===== src/rtl/text_console_writer_defines.svh =====
// ---------------------------------------------------------------------------
// text_console_writer_defines.svh
// Assertion macros for the text console writer.
// ---------------------------------------------------------------------------
`ifndef TEXT_CONSOLE_WRITER_DEFINES_SVH
`define TEXT_CONSOLE_WRITER_DEFINES_SVH

`ifndef NO_ASSERTIONS

// cond must never hold
`define CTW_ASSERT_NEVER(lbl, clk, rst_n, cond, msg) \
  lbl: assert property (@(posedge clk) disable iff (!rst_n) !(cond)) else $error(msg);

// ante implies cons in the same cycle
`define CTW_ASSERT_IMPLIES(lbl, clk, rst_n, ante, cons, msg) \
  lbl: assert property (@(posedge clk) disable iff (!rst_n) (ante) |-> (cons)) else $error(msg);

// ante implies cons in the next cycle
`define CTW_ASSERT_NEXT(lbl, clk, rst_n, ante, cons, msg) \
  lbl: assert property (@(posedge clk) disable iff (!rst_n) (ante) |=> (cons)) else $error(msg);

`else

`define CTW_ASSERT_NEVER(lbl, clk, rst_n, cond, msg)
`define CTW_ASSERT_IMPLIES(lbl, clk, rst_n, ante, cons, msg)
`define CTW_ASSERT_NEXT(lbl, clk, rst_n, ante, cons, msg)

`endif

`endif


===== src/rtl/ctw_pkg.sv =====
// ---------------------------------------------------------------------------
// ctw_pkg
// Shared constants and controller/datapath interface types.
// ---------------------------------------------------------------------------
package ctw_pkg;

  // character codes with special handling
  localparam logic [7:0] CH_BACKSPACE = 8'd8;
  localparam logic [7:0] CH_NEWLINE   = 8'd10;
  localparam logic [7:0] CH_RETURN    = 8'd13;

  // cell format: attribute above character
  localparam logic [7:0]  CELL_ATTR  = 8'h07;
  localparam logic [15:0] CELL_BLANK = {CELL_ATTR, 8'h20};

  // action codes
  localparam logic ACT_PUT  = 1'b0;
  localparam logic ACT_READ = 1'b1;

  // controller -> datapath
  typedef struct packed {
    logic load;      // capture the incoming transaction
    logic decode;    // update cursor, stage cell write or issue read
    logic ptr_init;  // start the scroll sweep
    logic ptr_inc;   // advance the sweep pointer
    logic scan_rd;   // scroll sweep read
    logic clr_wr;    // post-reset clearing write
    logic respond;   // pending write and result capture
  } ctw_cmd_t;

  // datapath -> controller
  typedef struct packed {
    logic do_scroll;
    logic scan_last;
    logic clr_last;
  } ctw_stat_t;

endpackage


===== src/rtl/ctw_ctrl.sv =====
// ---------------------------------------------------------------------------
// ctw_ctrl
// Sequencer for the console: clearing pass, decode, scroll sweep, response.
// ---------------------------------------------------------------------------
module ctw_ctrl (
  input  logic              clk,
  input  logic              rst_n,
  input  logic              start,
  output logic              busy,
  input  ctw_pkg::ctw_stat_t stat,
  output ctw_pkg::ctw_cmd_t  cmd
);
  import ctw_pkg::*;

  localparam logic [2:0] S_CLEAR  = 3'd0;
  localparam logic [2:0] S_IDLE   = 3'd1;
  localparam logic [2:0] S_DECODE = 3'd2;
  localparam logic [2:0] S_SCAN   = 3'd3;
  localparam logic [2:0] S_DRAIN  = 3'd4;
  localparam logic [2:0] S_RESP   = 3'd5;

  logic [2:0] state_r;
  logic [2:0] state_nxt;

  // state register
  always_ff @(posedge clk) begin
    if (!rst_n) begin
      state_r <= S_CLEAR;
    end else begin
      state_r <= state_nxt;
    end
  end

  assign busy = (state_r != S_IDLE);

  // next state and commands
  always_comb begin
    state_nxt = state_r;
    cmd       = '0;
    unique case (state_r)
      S_CLEAR: begin
        cmd.clr_wr  = 1'b1;
        cmd.ptr_inc = 1'b1;
        if (stat.clr_last) state_nxt = S_IDLE;
      end
      S_IDLE: begin
        if (start) begin
          cmd.load  = 1'b1;
          state_nxt = S_DECODE;
        end
      end
      S_DECODE: begin
        cmd.decode = 1'b1;
        if (stat.do_scroll) begin
          cmd.ptr_init = 1'b1;
          state_nxt    = S_SCAN;
        end else begin
          state_nxt = S_RESP;
        end
      end
      S_SCAN: begin
        cmd.scan_rd = 1'b1;
        cmd.ptr_inc = 1'b1;
        if (stat.scan_last) state_nxt = S_DRAIN;
      end
      // last copy write lands here
      S_DRAIN: state_nxt = S_RESP;
      S_RESP: begin
        cmd.respond = 1'b1;
        state_nxt   = S_IDLE;
      end
      default: state_nxt = S_CLEAR;
    endcase
  end

endmodule


===== config.mk =====
export PLATFORM = sky130hd
export DESIGN_NAME = ctw_ctrl
export DESIGN_NICKNAME = d
export VERILOG_FILES = /design/src/rtl/text_console_writer_defines.svh /design/src/rtl/ctw_pkg.sv /design/src/rtl/ctw_ctrl.sv
export SDC_FILE = /design/constraint.sdc
export NUM_CORES = 1
export LEC_CHECK = 0
export BUFFER_PORTS_ARGS = -buffer_cell sky130_fd_sc_hd__buf_4
export CORE_AREA = 4 4 41 43
export DETAILED_ROUTE_END_ITERATION = 10
export DIE_AREA = 0 0 45 47
export HOLD_SLACK_MARGIN = 0.05
export PLACE_DENSITY_LB_ADDON = 0.25
export REMOVE_ABC_BUFFERS = 1
export SETUP_SLACK_MARGIN = 0.5
export SYNTH_ARGS = -nofsm -noshare
export SYNTH_HDL_FRONTEND = slang
export SYNTH_SLANG_ARGS = --single-unit

===== constraint.sdc =====
create_clock -name clk -period 1.25 [get_ports clk]
set_input_delay 0.25 -clock clk [delete_from_list [all_inputs] [get_ports clk]]
set_output_delay 0.25 -clock clk [all_outputs]
set_load 0.02 [all_outputs]

=== Word level (Yosys, flattened, before mapping) ===
Cells that the tools add are included.

* Reduce and logical (&&, ||, !) cells: 3
* Multiplexer cells: 13
* Equal/unequal tests: 9

{| class="wikitable"
|+ Operators by type and width
! operator !! count
|-
| $pmux W3 S6 || 1
|-
| $mux W3 || 4
|-
| $mux W1 || 7
|-
| $eq A3 B2 Y1 const B || 2
|-
| $eq A3 B3 Y1 const B || 2
|-
| $ne A2 B2 Y1 const B || 3
|-
| $eq A3 B1 Y1 const B || 1
|-
| $logic_not A3 Y1 || 1
|-
| $ne A3 B1 Y1 const B || 1
|-
| $reduce_and A3 Y1 || 1
|-
| $mux W2 || 1
|-
| $reduce_or A2 Y1 || 1
|}

* Word-level logic and storage cells: 26
* Output and inout port bits: 8
* Bits in registers: 3
* Input port bits: 6

=== Logic depth before layout (Yosys ltp) ===
Gate-level depths: netlist of run 1.

* Word-level depth: 3
* Gate-level depth with buffers: 4
* Gate-level depth less buffers: 3

=== Least setup slack after synthesis of run 1 ===
No wires, ideal clock.

* Kind: register -> output
* Start: register state_r[0]
* End: output cmd[3] (netlist bit)
* Buffers on the path: 1
* Data required time: 1.000 ns
* Path slack: -0.232 ns
* Stages on the path, launching flop included: 4
* Arrival: 1.232 ns
* Cells stage by stage: dfxtp_1 buf_4 nor3_1 or2_1

{| class="wikitable"
|+ RTL lines
! element !! line !! RTL
|-
| start, declared || ctw_ctrl.sv:22 || <nowiki>logic [2:0] state_r;</nowiki>
|-
| start signal, assigned || ctw_ctrl.sv:30 || <nowiki>state_r <= state_nxt;</nowiki>
|-
| end, declared || ctw_ctrl.sv:11 || <nowiki>output ctw_pkg::ctw_cmd_t cmd</nowiki>
|}

==> results of run 1 <==
## layout make-up
cell class	count	area, µm²
Clock buffer	4	26.3
Fill cell	132	746
Multi-Input combinational cell	24	224
Sequential cell	3	68.8
Tap cell	15	18.8
Timing Repair Buffer	23	218
## repair_timing
item | in CTS | in global routing
gates resized for setup | 22 | 14
setup buffers | 2 | 5
pin swaps | 3 | 4
endpoints found under the setup margin | 11 | 11
## critical path: stages, from the launching register on
cell     delay [ns]
dfxtp_2        0.32
nor2b_4        0.13
and2_4         0.13
or2_4          0.23
buf_6          0.13
## worst paths after layout
kind,to,depth (start not counted)
worst max register to register,state_r[1],4
worst min-delay path,state_r[0],3
worst max-delay path,cmd[3],4
worst min register to register,state_r[0],4
## cells in the mapped netlist, drive strengths merged
library cell	number	share of area, %
a31o	1	4.1
nor2	3	5.2
and2b	1	4.7
nor2b	1	6.4
buf	1	3.5
nor3	1	2.3
and2	2	7.0
o21ai	2	4.6
a21oi	2	4.7
nand3	2	4.7
nor4b	1	4.1
and3	1	2.9
nand2	5	9.9
nand4bb	1	5.2
dfxtp	3	28
or2	1	2.9
## cells by family (layout without fill, tap and decap cells)
| kind of cell | Yosys count | in the layout | synth area share, % |
|---|---|---|---|
| and+or+nand+nor | 19 | 19 | 55.2 |
| AOI/OAI and AO/OA | 5 | 5 | 13.4 |
| DFF | 3 | 3 | 27.9 |
| buffers and inverters | 1 | 27 | 3.49 |
## metrics by stage
step	util [%]	instances
floorplan	-	27
global placement	26.6	58
detailed placement	26.6	58
CTS	35.6	64
global route	42.7	69
finish	42.7	69
## power breakdown
part	total, mW	switching [mW]	internal (mW)
logic	0.248	0.109	0.139
registers	0.116	0.0123	0.104
clock network	0.163	0.0441	0.119
## routing by layer
metal	global-route usage, %	wire [µm]
met3	2.30	12
met1	6.83	314
met5	0	0
met4	3.51	0
met2	14.1	478
==> flow_summary.json, run 1 <==
{
  "largest_reg_flops": 3,
  "period_share_pct": 113,
  "clk_path_buf_depth": 2,
  "synth_cell_type_count": 19,
  "grt_pass1_wl_um": 1080,
  "track_usage_pct": 7.27,
  "routed_wl_um": 805,
  "final_cell_area_um2": 556,
  "clkSinkCount": 3,
  "status": "finished with violations",
  "grt_pass1_vias": 261,
  "drive_gt1_share_pct": 85.2,
  "num_rows": 13,
  "io_pins": 14,
  "dr_total_vias": 297,
  "ctsHoldBuffers": 0,
  "die_h_um": 47,
  "die_w_um": 45,
  "cts_tree": "done",
  "start_util_pct": 16.5,
  "core_area_um2": 1300,
  "drc": 0,
  "syn_inst": 28,
  "setup_viol": 6,
  "powerDensity_nw_per_um2": 950,
  "yosys_warnings": 0,
  "drv_cap": 0,
  "fin_nets": 61,
  "violations": "negative setup slack",
  "final_cell_mix": "buf_4, buf_6, nand2_2, clkbuf_4",
  "fmax_mhz": 709,
  "worst_hold_slack_ns": 0.299,
  "numCtsBuffers": 3,
  "grt_overflow_total": 0,
  "insertion_delay_ns": 0.23,
  "dpl_worst_slack_ns": 0.0181,
  "crit_required_ns": 1.00,
  "dpl_cell_area_um2": 347,
  "initialDrtViolationCount": 4,
  "top_regs": "state_r (3)",
  "syn_area_um2": 215,
  "rsz0062_at_grt": "yes",
  "root_buffer": "clkbuf_4",
  "start_kind": "flip-flop",
  "cp_data_arrival_time_ns": 1.16,
  "die-area_um2": 2120,
  "tns_ns": -0.592,
  "finalHoldViolations": 0,
  "area_growth_pct": 158,
  "min_period_ns": 1.41,
  "crit_start": "state_r[1]",
  "top_register": "state_r",
  "clkTransAtPathRegs_ns": 0.04,
  "skew_ns": 0.00159,
  "slew_violations": 0,
  "cts_max_level": 1,
  "drt_first_pass_iters": 2,
  "diodes": 0,
  "tightest_slew_ns": 0.200,
  "vias_per_cell": 4.30,
  "wl_per_cell_um": 11.7,
  "p_leak_nw": 0.247,
  "worstHoldStart": "rst_n",
  "end_kind": "output port",
  "antenna_found_initial": 0,
  "reg2reg_setup_slack_ns": 0.18,
  "grt_max_degree": 9,
  "total_power_mw": 0.528,
  "avgSynthCellArea_um2": 7.69,
  "synth.yosys.seq_area_share_pct": 27.9,
  "reg2reg_from": "state_r[0]",
  "slew_headroom_pct": 86.6,
  "max-vdd-ir-drop_uv": 536,
  "hold_path_class": "in -> reg",
  "final_common_cell": "buf_4",
  "timing.final.ws_setup_ns": -0.161,
  "portBuffers": 13,
  "ant_nets": 0,
  "critical_path_class": "reg -> out",
  "critPathMaxFanout": 3,
  "synth_seq_cells": 3,
  "place.gp.congestion": 0.747
}
Note: power is estimated with default switching activity, not from simulation.
==> inputs of run 2 (changes only) <==
--- a/config.mk
+++ b/config.mk
@@ -6,6 +6,8 @@
 export NUM_CORES = 1
 export LEC_CHECK = 0
 export BUFFER_PORTS_ARGS = -buffer_cell sky130_fd_sc_hd__buf_4
+export CELL_PAD_IN_SITES_DETAIL_PLACEMENT = 0
+export CELL_PAD_IN_SITES_GLOBAL_PLACEMENT = 1
 export CORE_AREA = 4 4 41 43
 export DETAILED_ROUTE_END_ITERATION = 10
 export DIE_AREA = 0 0 45 47
==> flow_summary.json, run 2 (synthesis results as in run 1) <==
{
  "reg2reg_from": "state_r[2]",
  "total_power_mw": 0.541,
  "min_path_cells": 3,
  "top_register": "state_r",
  "drc": 0,
  "drv_cap": 0,
  "hold-path-endpoint": "state_r[0]",
  "vias_per_cell": 4.49,
  "crit_start": "state_r[1]",
  "status": "finished with violations",
  "die_w_um": 45,
  "grt_pass1_wl_um": 1210,
  "p_int_mw": 0.361,
  "combPwrFrac_pct": 44.7,
  "worst_hold_slack_ns": 0.271,
  "initialDrtViolationCount": 7,
  "die_h_um": 47,
  "ctsHoldBuffers": 0,
  "crit_required_ns": 1.00,
  "dr_total_vias": 319,
  "min_period_ns": 1.42,
  "clk_path_buf_depth": 2,
  "powerDensity_nw_per_um2": 936,
  "worstHoldStart": "rst_n",
  "num_rows": 13,
  "portBuffers": 13,
  "root_buffer": "clkbuf_4",
  "timing.final.ws_setup_ns": -0.171,
  "top_regs": "state_r (3)",
  "r2r-end": "state_r[1]",
  "area_growth_pct": 169,
  "antenna_found_initial": 0,
  "end_kind": "output port",
  "slew_headroom_pct": 86.8,
  "ant_nets": 0,
  "fillers": 134,
  "setup_viol": 7,
  "routed_wl_um": 903,
  "track_usage_pct": 8.93,
  "final_cell_mix": "buf_6, buf_4, clkbuf_4",
  "diodes": 0,
  "use_met1_pct": 7.27,
  "die-area_um2": 2120,
  "swShare_pct": 33.3,
  "max-vdd-ir-drop_uv": 359,
  "clkTransAtPathRegs_ns": 0.04,
  "tightest_slew_ns": 0.196,
  "critical_path_class": "reg -> out",
  "gr-max-usage-layer": "met2",
  "grt_pass1_vias": 289,
  "io_pins": 14,
  "critPathMaxFanout": 3,
  "grt_overflow_total": 0,
  "cp_data_arrival_time_ns": 1.17,
  "slew_violations": 0,
  "finalHoldViolations": 0,
  "fmax_mhz": 704,
  "final_common_cell": "buf_6",
  "hold_path_class": "in -> reg",
  "power_frac_seq_pct": 21.4,
  "place.gp.congestion": 0.748,
  "cts_max_level": 1,
  "core_area_um2": 1300,
  "violations": "negative setup slack",
  "hpwl_um": 515,
  "numCtsBuffers": 3,
  "start_kind": "flip-flop",
  "cts_tree": "done",
  "insertion_delay_ns": 0.24,
  "p_leak_nw": 0.260,
  "reg2reg_setup_slack_ns": 0.19,
  "largest_reg_flops": 3,
  "grt_use_met3_pct": 3.83,
  "clkSinkCount": 3,
  "fin_nets": 63,
  "dpl_worst_slack_ns": 0.00837,
  "wl_per_cell_um": 12.7,
  "start_util_pct": 16.5,
  "switchingPower_mw": 0.180,
  "grt_max_degree": 9,
  "drt_first_pass_iters": 4,
  "rsz0062_at_grt": "yes",
  "r2r_cells": 4,
  "final_core_util_pct": 44.4,
  "clockPowerShare_pct": 33.9,
  "grtUsageMet2_pct": 15.0,
  "drive_gt1_share_pct": 82.1,
  "skew_ns": 0.00673,
  "period_share_pct": 114
}
-- run 2: power groups by stage --
stage | clock (mW) | sequential [mW] | combinational, mW
floorplan | 0 | 0.119 | 0.0718
global placement | 0 | 0.113 | 0.150
detailed placement | 0 | 0.113 | 0.151
CTS | 0.186 | 0.115 | 0.207
global route | 0.189 | 0.118 | 0.256
finish | 0.183 | 0.116 | 0.242
-- run 2: routing by layer --
metal / up-vias / part of all wire, %
met5: - / 0
met4: 0 / 4.0
met3: 6 / 6.4
met2: 12 / 55
met1: 144 / 35
li1: 157 / -
-- run 2: how the worst max path moves through the flow --
stage                  end  slack, ns  depth (start not counted)
floorplan           cmd[3]      -0.20                          2
global placement    cmd[3]       0.05                          4
detailed placement  cmd[3]      0.008                          4
CTS                 cmd[3]      -0.17                          4
global route        cmd[3]      -0.19                          4
finish              cmd[3]      -0.17                          4
-- run 2: timing repair --
action | in CTS | in global routing
resized for setup | 27 | 9
endpoints found under the hold margin | 0 | 0
buffers inserted | 4 | 4
setup endpoints to repair | 11 | 11
pin swaps | 8 | 4
-- run 2: through the flow --
| step | TNS [ns] | std cells | instance area, µm² |
|---|---|---|---|
| after floorplan | -0.219 | 27 | 208 |
| after global placement | 0 | 59 | 354 |
| after detailed placement | 0 | 59 | 354 |
| after CTS | -0.582 | 67 | 513 |
| after global routing | -0.964 | 71 | 578 |
| final | -0.695 | 71 | 578 |
-- run 2: final cells by class --
| class | instances | area, µm² | area share (%) |
|---|---|---|---|
| sequential | 3 | 68.8 | 11.9 |
| multi-input combinational | 24 | 216 | 37.4 |
| clock buffer | 4 | 26.3 | 4.55 |
| tap | 15 | 18.8 | 3.25 |
| timing repair buffer | 25 | 248 | 42.9 |
-- run 2: worst max-delay path, stage by stage (launching register included) --
cell	delay, ns
dfxtp_2	0.32
nor2b_4	0.13
and2_4	0.13
or2_1	0.21
buf_6	0.13
==> inputs of run 3 (changes only) <==
--- a/config.mk
+++ b/config.mk
@@ -14,7 +14,6 @@
 export HOLD_SLACK_MARGIN = 0.05
 export PLACE_DENSITY_LB_ADDON = 0.25
 export REMOVE_ABC_BUFFERS = 1
-export SETUP_SLACK_MARGIN = 0.5
 export SYNTH_ARGS = -nofsm -noshare
 export SYNTH_HDL_FRONTEND = slang
 export SYNTH_SLANG_ARGS = --single-unit
==> flow_summary.json, run 3 (synthesis results as in run 1) <==
{
  "slew_violations": 0,
  "critPathMaxFanout": 3,
  "finalHoldViolations": 0,
  "start_kind": "flip-flop",
  "crit_required_ns": 1.00,
  "dpl_worst_slack_ns": 0.00837,
  "powerDensity_nw_per_um2": 995,
  "dpl_cell_area_um2": 354,
  "place.gp.congestion": 0.748,
  "drt_first_pass_iters": 3,
  "diodes": 0,
  "worstPathCellList": "nor2b_4 > and2_4 > or2_1 > buf_6",
  "wl_per_cell_um": 11.0,
  "vias_per_cell": 4.25,
  "fmax_mhz": 705,
  "reg2reg_from": "state_r[0]",
  "clkTransAtPathRegs_ns": 0.04,
  "hpwl_um": 515,
  "hold-path-endpoint": "state_r[0]",
  "drive_gt1_share_pct": 70.4,
  "root_buffer": "clkbuf_4",
  "drc": 0,
  "die-area_um2": 2120,
  "final_common_cell": "buf_4",
  "rsz0062_at_grt": "yes",
  "hold_path_class": "in -> reg",
  "grt_pass1_wl_um": 1110,
  "final_cell_mix": "buf_4, buf_6, nand2_1, clkbuf_4",
  "grt_max_degree": 9,
  "slew_headroom_pct": 81.5,
  "crit_buf_inv": 1,
  "cp_data_arrival_time_ns": 1.17,
  "top_register": "state_r",
  "p_leak_nw": 0.227,
  "numCtsBuffers": 3,
  "worstHoldStart": "rst_n",
  "final_cell_area_um2": 498,
  "cts_max_level": 1,
  "r2r_cells": 4,
  "area_growth_pct": 131,
  "io_pins": 14,
  "grt_pass1_vias": 275,
  "num_rows": 13,
  "setup_viol": 7,
  "cp_top_family": "simple AND/OR/NAND/NOR gates",
  "reg2reg_setup_slack_ns": 0.13,
  "final_core_util_pct": 38.3,
  "core_area_um2": 1300,
  "grt_overflow_total": 0,
  "fin_nets": 61,
  "die_w_um": 45,
  "period_share_pct": 114,
  "skew_ns": 0.00326,
  "cts_tree": "done",
  "start_util_pct": 16.5,
  "top_regs": "state_r (3)",
  "cp_slowest_stage_delay_ns": 0.31,
  "dr_total_vias": 293,
  "timing.final.ws_setup_ns": -0.169,
  "largest_reg_flops": 3,
  "antenna_found_initial": 0,
  "drv_cap": 0,
  "cp_slowest_cell": "dfxtp_2",
  "min_period_ns": 1.42,
  "tightest_slew_ns": 0.273,
  "min_path_cells": 3,
  "r2r-end": "state_r[1]",
  "critical_path_class": "reg -> out",
  "clk_path_buf_depth": 2,
  "die_h_um": 47,
  "track_usage_pct": 8.21,
  "routed_wl_um": 758,
  "status": "finished with violations",
  "ant_nets": 0,
  "ctsHoldBuffers": 0,
  "max-vdd-ir-drop_uv": 290,
  "portBuffers": 13,
  "insertion_delay_ns": 0.24,
  "clkSinkCount": 3,
  "violations": "negative setup slack",
  "initialDrtViolationCount": 9,
  "end_kind": "output port"
}
[run 3: cell count changes in the layout (fill, tap and decap cells not counted), moves of 2 or more]
cell	delta
buf_4	+4
nand3_1	+2
a21oi_2	-2
a21oi_1	+2
buf_6	-6
nand3_2	-2
[run 3: repair_timing]
action,CTS,global route
gates resized for setup,18,3
setup endpoints to repair,7,8
pin swaps,6,0
buffers inserted,3,3
[run 3: worst max-delay path by stage]
stage / end / cells after the start / from
floorplan: cmd[3] / 2 / state_r[2]
global placement: cmd[3] / 4 / state_r[2]
detailed placement: cmd[3] / 4 / state_r[2]
CTS: cmd[3] / 4 / state_r[1]
global route: cmd[3] / 4 / state_r[2]
finish: cmd[3] / 4 / state_r[1]
[run 3: metrics by stage]
| stage | hold slack, ns | instances | total power [mW] | setup TNS [ns] |
|---|---|---|---|---|
| floorplan | 0.378 | 27 | 0.191 | -0.219 |
| global placement | 0.500 | 59 | 0.263 | 0 |
| detailed placement | 0.528 | 59 | 0.264 | 0 |
| CTS | 0.274 | 66 | 0.491 | -0.533 |
| global route | 0.280 | 69 | 0.522 | -0.899 |
| finish | 0.284 | 69 | 0.495 | -0.621 |
[run 3: power by group]
| part | switching, mW | internal [mW] | leakage (nW) |
|---|---|---|---|
| Clock | 0.0577 | 0.120 | 0.0150 |
| Sequential | 0.0100 | 0.104 | 0.0261 |
| Combinational | 0.0902 | 0.113 | 0.186 |
[run 3: layout make-up]
class	count	area, µm²
Clock buffer	4	26.3
Multi-Input combinational cell	24	176
Timing Repair Buffer	23	210
Tap cell	15	18.8
Sequential cell	3	66.3
Fill cell	149	803
[run 3: worst register-to-register path, delay by kind of cell (launching register included)]
family	cells	cell delay [ns]
simple gates	2	0.36
buf+inv	1	0.18
compound gates	1	0.15
flops	1	0.37
[run 3: per-layer routing]
layer / vias to the layer above / wire length (µm) / GRT usage (%)
li1: 151 / - / -
met1: 134 / 267 / 6.80
met2: 6 / 428 / 13.0
met3: 2 / 51 / 3.83
met4: 0 / 10 / 10.5
met5: - / 0 / 0
